--- config.mk ---
export PLATFORM = sky130hd
export DESIGN_NAME = rgb_to_hsv_converter_top_flat
export DESIGN_NICKNAME = d
export VERILOG_FILES = /design/src/rtl/rhc_pkg.sv /design/src/rtl/rhc_ifs.sv /design/src/rtl/rgb_to_hsv_converter_top.sv /design/src/rtl/rhc_prep.sv /design/src/rtl/rhc_div.sv /design/src/flat_wrapper.sv
export SDC_FILE = /design/constraint.sdc
export NUM_CORES = 2
export LEC_CHECK = 0
export BUFFER_PORTS_ARGS = -buffer_cell sky130_fd_sc_hd__buf_2
export CAP_MARGIN = 0
export CORE_AREA = 2 2 492 494
export DETAILED_ROUTE_END_ITERATION = 8
export DIE_AREA = 0 0 494 496
export PLACE_DENSITY = 0.56
export SYNTH_ARGS = -nofsm -noshare
export SYNTH_HDL_FRONTEND = slang
export SYNTH_SLANG_ARGS = --single-unit
export TNS_END_PERCENT = 100
--- constraint.sdc ---
create_clock -name clk_i -period 46.4 [get_ports clk_i]
set_input_delay 0 -clock clk_i [delete_from_list [all_inputs] [get_ports clk_i]]
set_output_delay 0 -clock clk_i [all_outputs]
set_load 0.005 [all_outputs]
--- src/rtl/rhc_pkg.sv ---
// Shared widths and stage types of the RGB to HSV converter.
`default_nettype none

package rhc_pkg;

  localparam int CHANNEL_BITS = 16;
  localparam int HSV_BITS     = 16;
  // One quotient bit per divider stage.
  localparam int QUOT_BITS    = HSV_BITS;
  // Six times delta needs three bits above a channel.
  localparam int DEN_BITS     = CHANNEL_BITS + 3;
  localparam int SNUM_BITS    = CHANNEL_BITS + QUOT_BITS;

  typedef logic [CHANNEL_BITS-1:0] chan_t;
  typedef logic [HSV_BITS-1:0]     hsv_t;

  // Operands handed from the front end to the divider pipeline.
  typedef struct packed {
    logic [DEN_BITS-1:0]  hnum;
    logic [DEN_BITS-1:0]  hden;
    logic [SNUM_BITS-1:0] snum;
    chan_t                bright;
    logic                 grey;
  } rhc_prep_t;

  // State of both long divisions inside one divider stage.
  typedef struct packed {
    logic [DEN_BITS-1:0] hrem;
    logic [DEN_BITS-1:0] hden;
    logic [QUOT_BITS-1:0] hq;
    chan_t               srem;
    logic [QUOT_BITS-1:0] sq;
    chan_t               bright;
    logic                grey;
  } rhc_div_t;

endpackage

`default_nettype wire

--- src/rtl/rhc_ifs.sv ---
// Valid/ready channel interfaces for RGB input words and HSV output words.
`default_nettype none

interface rhc_rgb_if import rhc_pkg::*; ();
  logic  valid;
  logic  ready;
  chan_t red;
  chan_t green;
  chan_t blue;

  modport source (output valid, output red, output green, output blue, input ready);
  modport sink   (input valid, input red, input green, input blue, output ready);
endinterface

interface rhc_hsv_if import rhc_pkg::*; ();
  logic  valid;
  logic  ready;
  hsv_t  hue;
  hsv_t  saturation;
  chan_t brightness;

  modport source (output valid, output hue, output saturation, output brightness,
                  input ready);
  modport sink   (input valid, input hue, input saturation, input brightness,
                  output ready);
endinterface

`default_nettype wire

--- src/rtl/rgb_to_hsv_converter_top.sv ---
// RGB to HSV converter: front end, divider pipeline and output register.
// The data path holds 21 register stages from the input to the output register.
// Throughput: one pixel per cycle while the output is not stalled; the 16-stage divider pipeline sets the depth.
// The whole pipeline advances whenever the output register is empty or being taken.
// Reset (rst_ni low, asynchronous) clears all valid bits; payload registers keep data.
`default_nettype none

module rgb_to_hsv_converter_top import rhc_pkg::*; (
  input  wire logic  clk_i,
  input  wire logic  rst_ni,
  rhc_rgb_if.sink    rgb_i,
  rhc_hsv_if.source  hsv_o
);

  logic      adv;
  logic      prep_valid;
  rhc_prep_t prep;
  logic      div_valid;
  rhc_div_t  div_res;

  logic  out_valid_q;
  hsv_t  out_hue_q;
  hsv_t  out_sat_q;
  chan_t out_bright_q;

  assign adv         = !out_valid_q || hsv_o.ready;
  assign rgb_i.ready = adv;

  rhc_prep u_prep (
    .clk_i   (clk_i),
    .rst_ni  (rst_ni),
    .en_i    (adv),
    .valid_i (rgb_i.valid),
    .red_i   (rgb_i.red),
    .green_i (rgb_i.green),
    .blue_i  (rgb_i.blue),
    .valid_o (prep_valid),
    .prep_o  (prep)
  );

  rhc_div u_div (
    .clk_i   (clk_i),
    .rst_ni  (rst_ni),
    .en_i    (adv),
    .valid_i (prep_valid),
    .prep_i  (prep),
    .valid_o (div_valid),
    .res_o   (div_res)
  );

  always_ff @(posedge clk_i or negedge rst_ni) begin
    if (!rst_ni) begin
      out_valid_q <= 1'b0;
    end else if (adv) begin
      out_valid_q <= div_valid;
    end
  end

  // A grey or black pixel has no hue and no saturation.
  always_ff @(posedge clk_i) begin
    if (adv) begin
      out_hue_q    <= div_res.grey ? '0 : div_res.hq;
      out_sat_q    <= div_res.grey ? '0 : div_res.sq;
      out_bright_q <= div_res.bright;
    end
  end

  assign hsv_o.valid      = out_valid_q;
  assign hsv_o.hue        = out_hue_q;
  assign hsv_o.saturation = out_sat_q;
  assign hsv_o.brightness = out_bright_q;

endmodule

`default_nettype wire

--- src/rtl/rhc_prep.sv ---
// Front end: max/min, sector, hue numerator and divisor, saturation dividend.
`default_nettype none

module rhc_prep import rhc_pkg::*; (
  input  wire logic      clk_i,
  input  wire logic      rst_ni,
  input  wire logic      en_i,
  input  wire logic      valid_i,
  input  wire chan_t     red_i,
  input  wire chan_t     green_i,
  input  wire chan_t     blue_i,
  output logic           valid_o,
  output rhc_prep_t      prep_o
);

  typedef enum logic [1:0] {
    SECT_RED,
    SECT_GREEN,
    SECT_BLUE
  } sect_e;

  localparam int NS_BITS = CHANNEL_BITS + 4;

  // Stage A: extremes and sector.
  logic  a_valid_q;
  chan_t a_red_q, a_green_q, a_blue_q, a_hi_q, a_lo_q;
  chan_t a_hi_d, a_lo_d;
  sect_e a_sect_q, a_sect_d;

  // Stage B: delta and the sector's channel difference.
  logic                         b_valid_q;
  chan_t                        b_delta_q, b_hi_q;
  logic signed [CHANNEL_BITS:0] b_diff_q, b_diff_d;
  sect_e                        b_sect_q;

  // Stage C: raw numerator, divisor and saturation dividend.
  logic                        c_valid_q;
  logic signed [NS_BITS-1:0]   c_num_q, c_num_d;
  logic [DEN_BITS-1:0]         c_six_q;
  logic [SNUM_BITS-1:0]        c_snum_q;
  chan_t                       c_hi_q;
  logic                        c_grey_q;
  logic signed [NS_BITS-1:0]   c_offs;
  logic signed [NS_BITS-1:0]   c_wrap;

  // Stage D: wrapped numerator, handed on.
  logic      d_valid_q;
  rhc_prep_t d_prep_q;

  always_comb begin
    a_hi_d = red_i;
    a_lo_d = red_i;
    if (green_i > a_hi_d) a_hi_d = green_i;
    if (blue_i > a_hi_d)  a_hi_d = blue_i;
    if (green_i < a_lo_d) a_lo_d = green_i;
    if (blue_i < a_lo_d)  a_lo_d = blue_i;
    // Ties go to red first, then green.
    if (red_i >= green_i && red_i >= blue_i) begin
      a_sect_d = SECT_RED;
    end else if (green_i >= blue_i) begin
      a_sect_d = SECT_GREEN;
    end else begin
      a_sect_d = SECT_BLUE;
    end
  end

  always_comb begin
    unique case (a_sect_q)
      SECT_RED:   b_diff_d = $signed({1'b0, a_green_q}) - $signed({1'b0, a_blue_q});
      SECT_GREEN: b_diff_d = $signed({1'b0, a_blue_q}) - $signed({1'b0, a_red_q});
      SECT_BLUE:  b_diff_d = $signed({1'b0, a_red_q}) - $signed({1'b0, a_green_q});
      default:    b_diff_d = '0;
    endcase
  end

  always_comb begin
    unique case (b_sect_q)
      SECT_GREEN: c_offs = $signed({3'b000, b_delta_q, 1'b0});
      SECT_BLUE:  c_offs = $signed({2'b00, b_delta_q, 2'b00});
      default:    c_offs = '0;
    endcase
    c_num_d = NS_BITS'(b_diff_q) + c_offs;
  end

  assign c_wrap = c_num_q + $signed({1'b0, c_six_q});

  always_ff @(posedge clk_i or negedge rst_ni) begin
    if (!rst_ni) begin
      a_valid_q <= 1'b0;
      b_valid_q <= 1'b0;
      c_valid_q <= 1'b0;
      d_valid_q <= 1'b0;
    end else if (en_i) begin
      a_valid_q <= valid_i;
      b_valid_q <= a_valid_q;
      c_valid_q <= b_valid_q;
      d_valid_q <= c_valid_q;
    end
  end

  always_ff @(posedge clk_i) begin
    if (en_i) begin
      a_red_q   <= red_i;
      a_green_q <= green_i;
      a_blue_q  <= blue_i;
      a_hi_q    <= a_hi_d;
      a_lo_q    <= a_lo_d;
      a_sect_q  <= a_sect_d;

      b_delta_q <= a_hi_q - a_lo_q;
      b_hi_q    <= a_hi_q;
      b_diff_q  <= b_diff_d;
      b_sect_q  <= a_sect_q;

      c_num_q  <= c_num_d;
      c_six_q  <= {1'b0, b_delta_q, 2'b00} + {2'b00, b_delta_q, 1'b0};
      // delta * 65535 written as delta * 65536 - delta.
      c_snum_q <= {b_delta_q, {QUOT_BITS{1'b0}}} - SNUM_BITS'(b_delta_q);
      c_hi_q   <= b_hi_q;
      c_grey_q <= (b_delta_q == '0);

      d_prep_q.hnum   <= c_num_q[NS_BITS-1] ? c_wrap[DEN_BITS-1:0] : c_num_q[DEN_BITS-1:0];
      d_prep_q.hden   <= c_six_q;
      d_prep_q.snum   <= c_snum_q;
      d_prep_q.bright <= c_hi_q;
      d_prep_q.grey   <= c_grey_q;
    end
  end

  assign valid_o = d_valid_q;
  assign prep_o  = d_prep_q;

endmodule

`default_nettype wire

--- src/rtl/rhc_div.sv ---
// Pipelined restoring dividers for hue and saturation, one quotient bit per stage.
`default_nettype none

module rhc_div import rhc_pkg::*; (
  input  wire logic      clk_i,
  input  wire logic      rst_ni,
  input  wire logic      en_i,
  input  wire logic      valid_i,
  input  wire rhc_prep_t prep_i,
  output logic           valid_o,
  output rhc_div_t       res_o
);

  // One shift-compare-subtract step of both divisions.
  function automatic rhc_div_t div_step(rhc_div_t s);
    logic [DEN_BITS:0]     ht;
    logic [CHANNEL_BITS:0] st;
    rhc_div_t              r;
    r  = s;
    ht = {s.hrem, 1'b0};
    if (ht >= {1'b0, s.hden}) begin
      r.hrem = DEN_BITS'(ht - {1'b0, s.hden});
      r.hq   = {s.hq[QUOT_BITS-2:0], 1'b1};
    end else begin
      r.hrem = ht[DEN_BITS-1:0];
      r.hq   = {s.hq[QUOT_BITS-2:0], 1'b0};
    end
    // The low dividend bits leave sq at the top as quotient bits enter below.
    st = {s.srem, s.sq[QUOT_BITS-1]};
    if (st >= {1'b0, s.bright}) begin
      r.srem = CHANNEL_BITS'(st - {1'b0, s.bright});
      r.sq   = {s.sq[QUOT_BITS-2:0], 1'b1};
    end else begin
      r.srem = st[CHANNEL_BITS-1:0];
      r.sq   = {s.sq[QUOT_BITS-2:0], 1'b0};
    end
    return r;
  endfunction

  rhc_div_t init;
  rhc_div_t stg_q [QUOT_BITS];
  logic     vld_q [QUOT_BITS];

  // Both numerators start below their divisors, so the remainders seed directly.
  always_comb begin
    init.hrem   = prep_i.hnum;
    init.hden   = prep_i.hden;
    init.hq     = '0;
    init.srem   = prep_i.snum[SNUM_BITS-1:QUOT_BITS];
    init.sq     = prep_i.snum[QUOT_BITS-1:0];
    init.bright = prep_i.bright;
    init.grey   = prep_i.grey;
  end

  for (genvar i = 0; i < QUOT_BITS; i++) begin : g_stage
    rhc_div_t src;
    logic     src_v;

    if (i == 0) begin : g_first
      assign src   = init;
      assign src_v = valid_i;
    end else begin : g_next
      assign src   = stg_q[i-1];
      assign src_v = vld_q[i-1];
    end

    always_ff @(posedge clk_i or negedge rst_ni) begin
      if (!rst_ni) begin
        vld_q[i] <= 1'b0;
      end else if (en_i) begin
        vld_q[i] <= src_v;
      end
    end

    always_ff @(posedge clk_i) begin
      if (en_i) begin
        stg_q[i] <= div_step(src);
      end
    end
  end

  assign valid_o = vld_q[QUOT_BITS-1];
  assign res_o   = stg_q[QUOT_BITS-1];

endmodule

`default_nettype wire

--- src/flat_wrapper.sv ---
// flat-port wrapper written by rule: the top's interface ports become plain ports
module rgb_to_hsv_converter_top_flat import rhc_pkg::*;
  (clk_i, rst_ni, rgb_i_valid, rgb_i_red, rgb_i_green, rgb_i_blue, rgb_i_ready, hsv_o_valid, hsv_o_hue, hsv_o_saturation, hsv_o_brightness, hsv_o_ready);
  rhc_rgb_if rgb_i_i ();
  rhc_hsv_if hsv_o_i ();
  input  wire logic clk_i;
  input  wire logic rst_ni;
  input wire logic [$bits(rgb_i_i.valid)-1:0] rgb_i_valid;
  input wire logic [$bits(rgb_i_i.red)-1:0] rgb_i_red;
  input wire logic [$bits(rgb_i_i.green)-1:0] rgb_i_green;
  input wire logic [$bits(rgb_i_i.blue)-1:0] rgb_i_blue;
  output wire logic [$bits(rgb_i_i.ready)-1:0] rgb_i_ready;
  output wire logic [$bits(hsv_o_i.valid)-1:0] hsv_o_valid;
  output wire logic [$bits(hsv_o_i.hue)-1:0] hsv_o_hue;
  output wire logic [$bits(hsv_o_i.saturation)-1:0] hsv_o_saturation;
  output wire logic [$bits(hsv_o_i.brightness)-1:0] hsv_o_brightness;
  input wire logic [$bits(hsv_o_i.ready)-1:0] hsv_o_ready;
  assign rgb_i_i.valid = rgb_i_valid;
  assign rgb_i_i.red = rgb_i_red;
  assign rgb_i_i.green = rgb_i_green;
  assign rgb_i_i.blue = rgb_i_blue;
  assign rgb_i_ready = rgb_i_i.ready;
  assign hsv_o_valid = hsv_o_i.valid;
  assign hsv_o_hue = hsv_o_i.hue;
  assign hsv_o_saturation = hsv_o_i.saturation;
  assign hsv_o_brightness = hsv_o_i.brightness;
  assign hsv_o_i.ready = hsv_o_ready;
  rgb_to_hsv_converter_top u_core (.clk_i(clk_i), .rst_ni(rst_ni), .rgb_i(rgb_i_i), .hsv_o(hsv_o_i));
endmodule
# Yosys cells after proc, flatten, opt, wreduce, memory -nomap -nowiden
# Memories as Yosys holds them, arrays and structs flattened.
# Index checks and enable logic that the tools add are counted.
[word_totals] register_bits=377 latchBits=0 ramBits=1648 romBits=0 input_bits=52 out_inout_bits=50 word_cells=239 n_memories=1
[memory_table] memory="u_core.u_div.stg_q" words=16 word_bits=103 read_ports=16 rd_clocked_by_memory_dff=0 write_ports=16 line_no="rhc_div.sv:41" text="rhc_div_t stg_q [QUOT_BITS];"
[op_classes] add_sub_neg=40 multipliers=0 n_div=0 n_lt_le_gt_ge=39 eq_ne=4 shift=0 muxes=106 bitwise_logic=0 reduce_logical=5
[ops] op="two-way mux 32 bit" n=32
[ops] op="two-way mux 19 bit" n=33
[ops] op="greater-or-equal comparator 20 x 19 -> 1 bit" n=16
[ops] op="two-way mux 16 bit" n=20
[ops] op="subtractor 19 bit" n=16
[ops] op="greater-or-equal comparator 17 x 16 -> 1 bit" n=16
[ops] op="subtractor 16 bit" n=17
[ops] op="case mux 17 bit (3 select lines)" n=1
[ops] op="subtractor 16 x 16 -> 17 bit" n=3
[ops] op="greater-or-equal comparator 16 bit" n=3
[ops] op="case mux 18 bit (2 select lines)" n=1
[ops] op="greater-than comparator 16 bit" n=2
[ops] op="less-than comparator 16 bit" n=2
[ops] op="subtractor 32 x 16 -> 32 bit" n=1
[ops] op="adder 17 x 19 -> 20 bit" n=1
[ops] op="adder 18 x 17 -> 19 bit" n=1
[ops] op="adder 19 bit" n=1
[ops] op="two-way mux 1 bit" n=18
[ops] op="zero test 16 bit" n=1
[ops] op="equality test 2 x 1 -> 1 bit (second input constant)" n=2
[ops] op="equality test 2 bit (second input constant)" n=2
[ops] op="zero test 2 bit" n=1
[ops] op="two-way mux 2 bit" n=1
[ops] op="logical AND 1 bit" n=1
[ops] op="other kinds (2)" n=2

# Logic depth before layout (Yosys ltp)
[depth] depth_word=4 mapped_depth=21 ltp_nobuf=18

# Cells and area by module
# Synthesis repeated with hierarchy kept, for this count alone.
[hier_totals] cells_unflattened=8233 area_unflattened_um2=100368.8
[modules_own_cells] module="rhc_div" instances=1 cells_per_inst=6609 area_per_inst_um2=80518.5 seq_area_each_um2=46284.4
[modules_own_cells] module="rhc_prep" instances=1 cells_per_inst=1538 area_per_inst_um2=18148.7 seq_area_each_um2=9168.8
[modules_own_cells] module="rgb_to_hsv_converter_top" instances=1 cells_per_inst=86 area_per_inst_um2=1701.6 seq_area_each_um2=1466.4

# Worst setup path after synthesis
# OpenSTA, ideal clock, no wires.
[synth_path] path_type="register -> register" startpoint="register u_core.out_valid_q (netlist: u_core.hsv_o.valid)" endpoint="register u_core.out_bright_q[0] (netlist: u_core.hsv_o.brightness[0]) (enable)" setup_ns=2.086 arrival_time_ns=34.605 setup_slack_ns=9.709 stages_incl_launch_ff=4 synth_period_minus_slack_ns=36.691 path_cell_list="dfrtp_1 > nor2b_1 > clkbuf_1 > inv_1"
[synth_between] elab_chain_cells=2
[synth_rtl] item="start, declared" line_no="rgb_to_hsv_converter_top.sv:21" text="logic out_valid_q;"
[synth_rtl] item="start signal, assigned" line_no="rgb_to_hsv_converter_top.sv:55" text="out_valid_q <= div_valid;"
[synth_rtl] item="zero test 1 bit" line_no="rgb_to_hsv_converter_top.sv:26" text="assign adv = !out_valid_q || hsv_o.ready;"
[synth_rtl] item="logical OR 1 bit" line_no="rgb_to_hsv_converter_top.sv:26"
[synth_rtl] item="named net rgb_i_ready" line_no="flat_wrapper.sv:12" text="output wire logic [$bits(rgb_i_i.ready)-1:0] rgb_i_ready;"
[synth_rtl] item="end signal, assigned" line_no="rgb_to_hsv_converter_top.sv:64" text="out_bright_q <= div_res.bright;"
[synth_rtl] item="end, declared" line_no="rgb_to_hsv_converter_top.sv:24" text="chan_t out_bright_q;"
# The timed path passes the listed nets, and every way through them passes these cells.
# A chain may end at the register's enable or synchronous reset.

# Worst setup path after layout
[layout_path] startpoint="register u_core.out_valid_q (netlist: u_core.hsv_o.valid)" endpoint="output rgb_i_ready"
[layout_between] elab_chain_cells=2
[layout_rtl] item="zero test 1 bit" line_no="rgb_to_hsv_converter_top.sv:26"
[layout_rtl] item="logical OR 1 bit" line_no="rgb_to_hsv_converter_top.sv:26"
[layout_rtl] item="end, declared" line_no="flat_wrapper.sv:12"
# Every way passes these cells.

==> results.yml <==
clock_network:
  cts-buffers-inserted: 196
  clk_path_buf_depth: 3
  h-tree-depth: 4
  cts-resized-gates: 0
  cts_num_sinks: 1786
  cts_root_buf: "clkbuf_16"
  cts_tree: "built"
  path_clk_slew_ps: 60
  clk_latency_ps: 860
placement:
  port_buffers: 101
  gp_congestion: 0.878
  hpwl_um: 151000
  dp.cells: 10939
die:
  initial_core_util_pct: 39.8
  rows: 180
  die_w_um: 494
  fp.coreArea_um2: 240000
  die_h_um: 496
  dieArea_um2: 245000
  num_io_pins: 102
critical_path:
  startpoint_type: "register"
  critPathMaxFanout: 136
  r2r_start: "u_core.hsv_o.valid$_DFFE_PN0P_"
  cp.required_ps: 46400
  reg2reg_to: "u_core.u_prep.a_green_q[0]$_DFFE_PP_"
  reg2reg_setup_slack_ps: 41000
  r2r_cells: 7
  path_class: "reg -> out"
  arrival_ps: 6030
  worstSetupEndpointType: "output pin"
yosys:
  synth-async-reset-ratio_pct: 1.18
  synth_top_area_share_pct: 55.5
  synth_top_cell_by_area: "edfxtp_1"
  synth_cell_types: 95
  ys_ff_latch: 1786
  syn-num-nets: 8564
  synthTopCellsByArea: "edfxtp_1 56%, ha_1 9.9%, mux2_2 3.7%"
  avgSynthCellArea_um2: 12.4
  ys_seq_area_share_pct: 56.1
  synth_edf_count: 1765
  synth_ff_type: "edfxtp_1"
  synthCells: 7720
  synth_warnings: 0
  syn_area_um2: 95400
min_path:
  hold_start: "rgb_i_green[5]"
  min_path_type: "in -> reg"
  min_path_cells: 4
  min_to: "u_core.u_prep.a_lo_q[5]$_DFFE_PP_"
cells_and_area:
  multi_input_area_um2: 38100
  fin_nets: 8898
  fill_cells: 21667
  fin_util_pct: 44.7
  drive_above_1_share_pct: 10.5
  stdcell_count: 11405
  regArea_um2: 53500
  area_growth_pct: 12.2
grt:
  antenna_found_initial: 1
  grt_pass1_wl_um: 321000
  first_global_vias: 60097
  grt_max_degree: 169
  grt_usage_pct: 16.3
  globalRoute.totalOverflow: 0
flow_run:
  drv_cap: 0
timing:
  tightest_slew_ps: 1170
  rsz0062_at_grt: "false"
  fin_setup_tns_ps: 0
  setup_violations: 0
  timing.fmax_mhz: 166
  fin_crit_sh_pct: 13.0
  layout_min_cycle_time_ps: 6030
  clock_skew_ps: 47.0
  drv_slew: 0
  hold_viol_final: 0
  relSlewSlack_pct: 22.2
route:
  wl_um: 202000
  drc: 0
  wl_per_cell_um: 17.7
  vias_per_cell: 5.17
  num_vias: 58980
  first_pass_iters: 7
  ant_nets: 0
  drt-initial-drc-count: 3000
run_status:
  status: "complete, no violations"
-- synthesized netlist by cell type (16+ instances only) --
master	instances
xor2_1	140
nand3_1	113
a211o_1	30
xnor2_1	291
a31oi_1	56
a21o_1	149
nor4_1	41
mux2_4	16
buf_6	24
o21bai_1	28
nand2b_1	68
o311ai_0	21
nand4_1	119
o21a_1	154
buf_2	24
clkbuf_1	50
o22ai_1	27
edfxtp_1	1765
inv_1	850
o41ai_1	25
nand2_1	345
and2_1	30
a21oi_1	455
and3_1	63
or2_2	41
a211oi_1	58
o31a_1	43
o31ai_1	32
o21ai_0	281
nor2_1	424
o211ai_1	46
mux2_2	313
ha_1	755
fa_1	37
mux2i_1	125
or3_1	53
nor2b_1	177
nor3_1	176
dfrtp_1	21
-- flip-flops by register name (all words and copies together), names as in the netlist, 17 cells and up --
signal	cells
u_core.u_div.stg_q	1415
u_core.u_prep.prep_o	84
u_core.u_prep.c_snum_q	32
u_core.u_prep.c_num_q	20
u_core.u_prep.b_diff_q	17
-- area by class of cell --
class,instances,area share [%]
Antenna cell,2,0.00467
Timing Repair Buffer,241,1.70
Clock buffer,235,4.77
Tap cell,3185,3.72
Clock inverter,127,1.24
Multi-Input combinational cell,4976,35.6
Inverter,853,3.00
Sequential cell,1786,50.0
-- cells in the final DEF (no fill, tap or decap), types with 176 or more instances in the layout --
cell | netlist | layout
ha_1 | 755 | 755
mux2_2 | 313 | 313
nor3_1 | 176 | 176
nand2_1 | 345 | 345
xnor2_1 | 291 | 291
nor2_1 | 424 | 424
o21ai_0 | 281 | 281
inv_1 | 850 | 849
clkbuf_16 | 0 | 198
a21oi_1 | 455 | 455
edfxtp_1 | 1765 | 1765
-- worst max-delay path, stage by stage (launching register included) --
cell and delay [ps]:
dfrtp_1 380, nor2b_2 150, buf_4 220, inv_8 600
buf_4 890, buf_4 670, buf_4 840, buf_4 870
buf_2 300
-- metrics by stage --
stage | cell area [um2] | setup WS [ps] | hold WS, ps
after floorplan | 95400 | 9710 | -296
after global placement | 99600 | 40900 | -34.6
after detailed placement | 99600 | 40840 | -21.6
after CTS | 107000 | 40150 | 88.3
after global routing | 107000 | 39790 | 170
final | 107000 | 40370 | 184
-- cell families (layout without fill, tap and decap cells) --
| kind of cell | after synthesis | after routing | synth area share (%) |
|---|---|---|---|
| compound gates | 1578 | 1578 | 11.0 |
| flops | 1786 | 1786 | 56.1 |
| xor+xnor | 431 | 431 | 3.96 |
| mux | 456 | 456 | 5.28 |
| simple gates | 1719 | 1719 | 9.02 |
| other cells | 0 | 2 | 0 |
| fa+ha+maj | 792 | 792 | 10.7 |
| buf+inv | 958 | 1456 | 4.01 |
-- routing by layer --
metal	vias up	GRT usage, %	wire [um]
met5	-	0	0
met4	0	7.00	8230
met3	411	2.10	5890
met2	987	29.6	103000
met1	28272	19.2	85000
li1	29310	-	-
-- worst max path at each step --
stage / from / cells past startpoint / to / slack (ps)
2_1_floorplan: u_core.hsv_o.valid$_DFFE_PN0P_ / 3 / u_core.hsv_o.brightness[0]$_DFFE_PP_ / 9710
4_1_cts: u_core.hsv_o.valid$_DFFE_PN0P_ / 8 / rgb_i_ready / 40150
3_3_place_gp: u_core.hsv_o.valid$_DFFE_PN0P_ / 7 / u_core.u_prep.a_green_q[0]$_DFFE_PP_ / 40900
5_1_grt: u_core.hsv_o.valid$_DFFE_PN0P_ / 8 / rgb_i_ready / 39790
6_report: u_core.hsv_o.valid$_DFFE_PN0P_ / 8 / rgb_i_ready / 40370
3_5_place_dp: u_core.hsv_o.valid$_DFFE_PN0P_ / 7 / u_core.u_prep.a_green_q[1]$_DFFE_PP_ / 40840
-- repair_timing --
action,CTS,global route
setup buffers,0,0
hold buffers,102,0
endpoints found under the hold margin,124,0
Power is not shown: default switching activity piles up to over one toggle a cycle in this logic, so the estimate is an artifact.
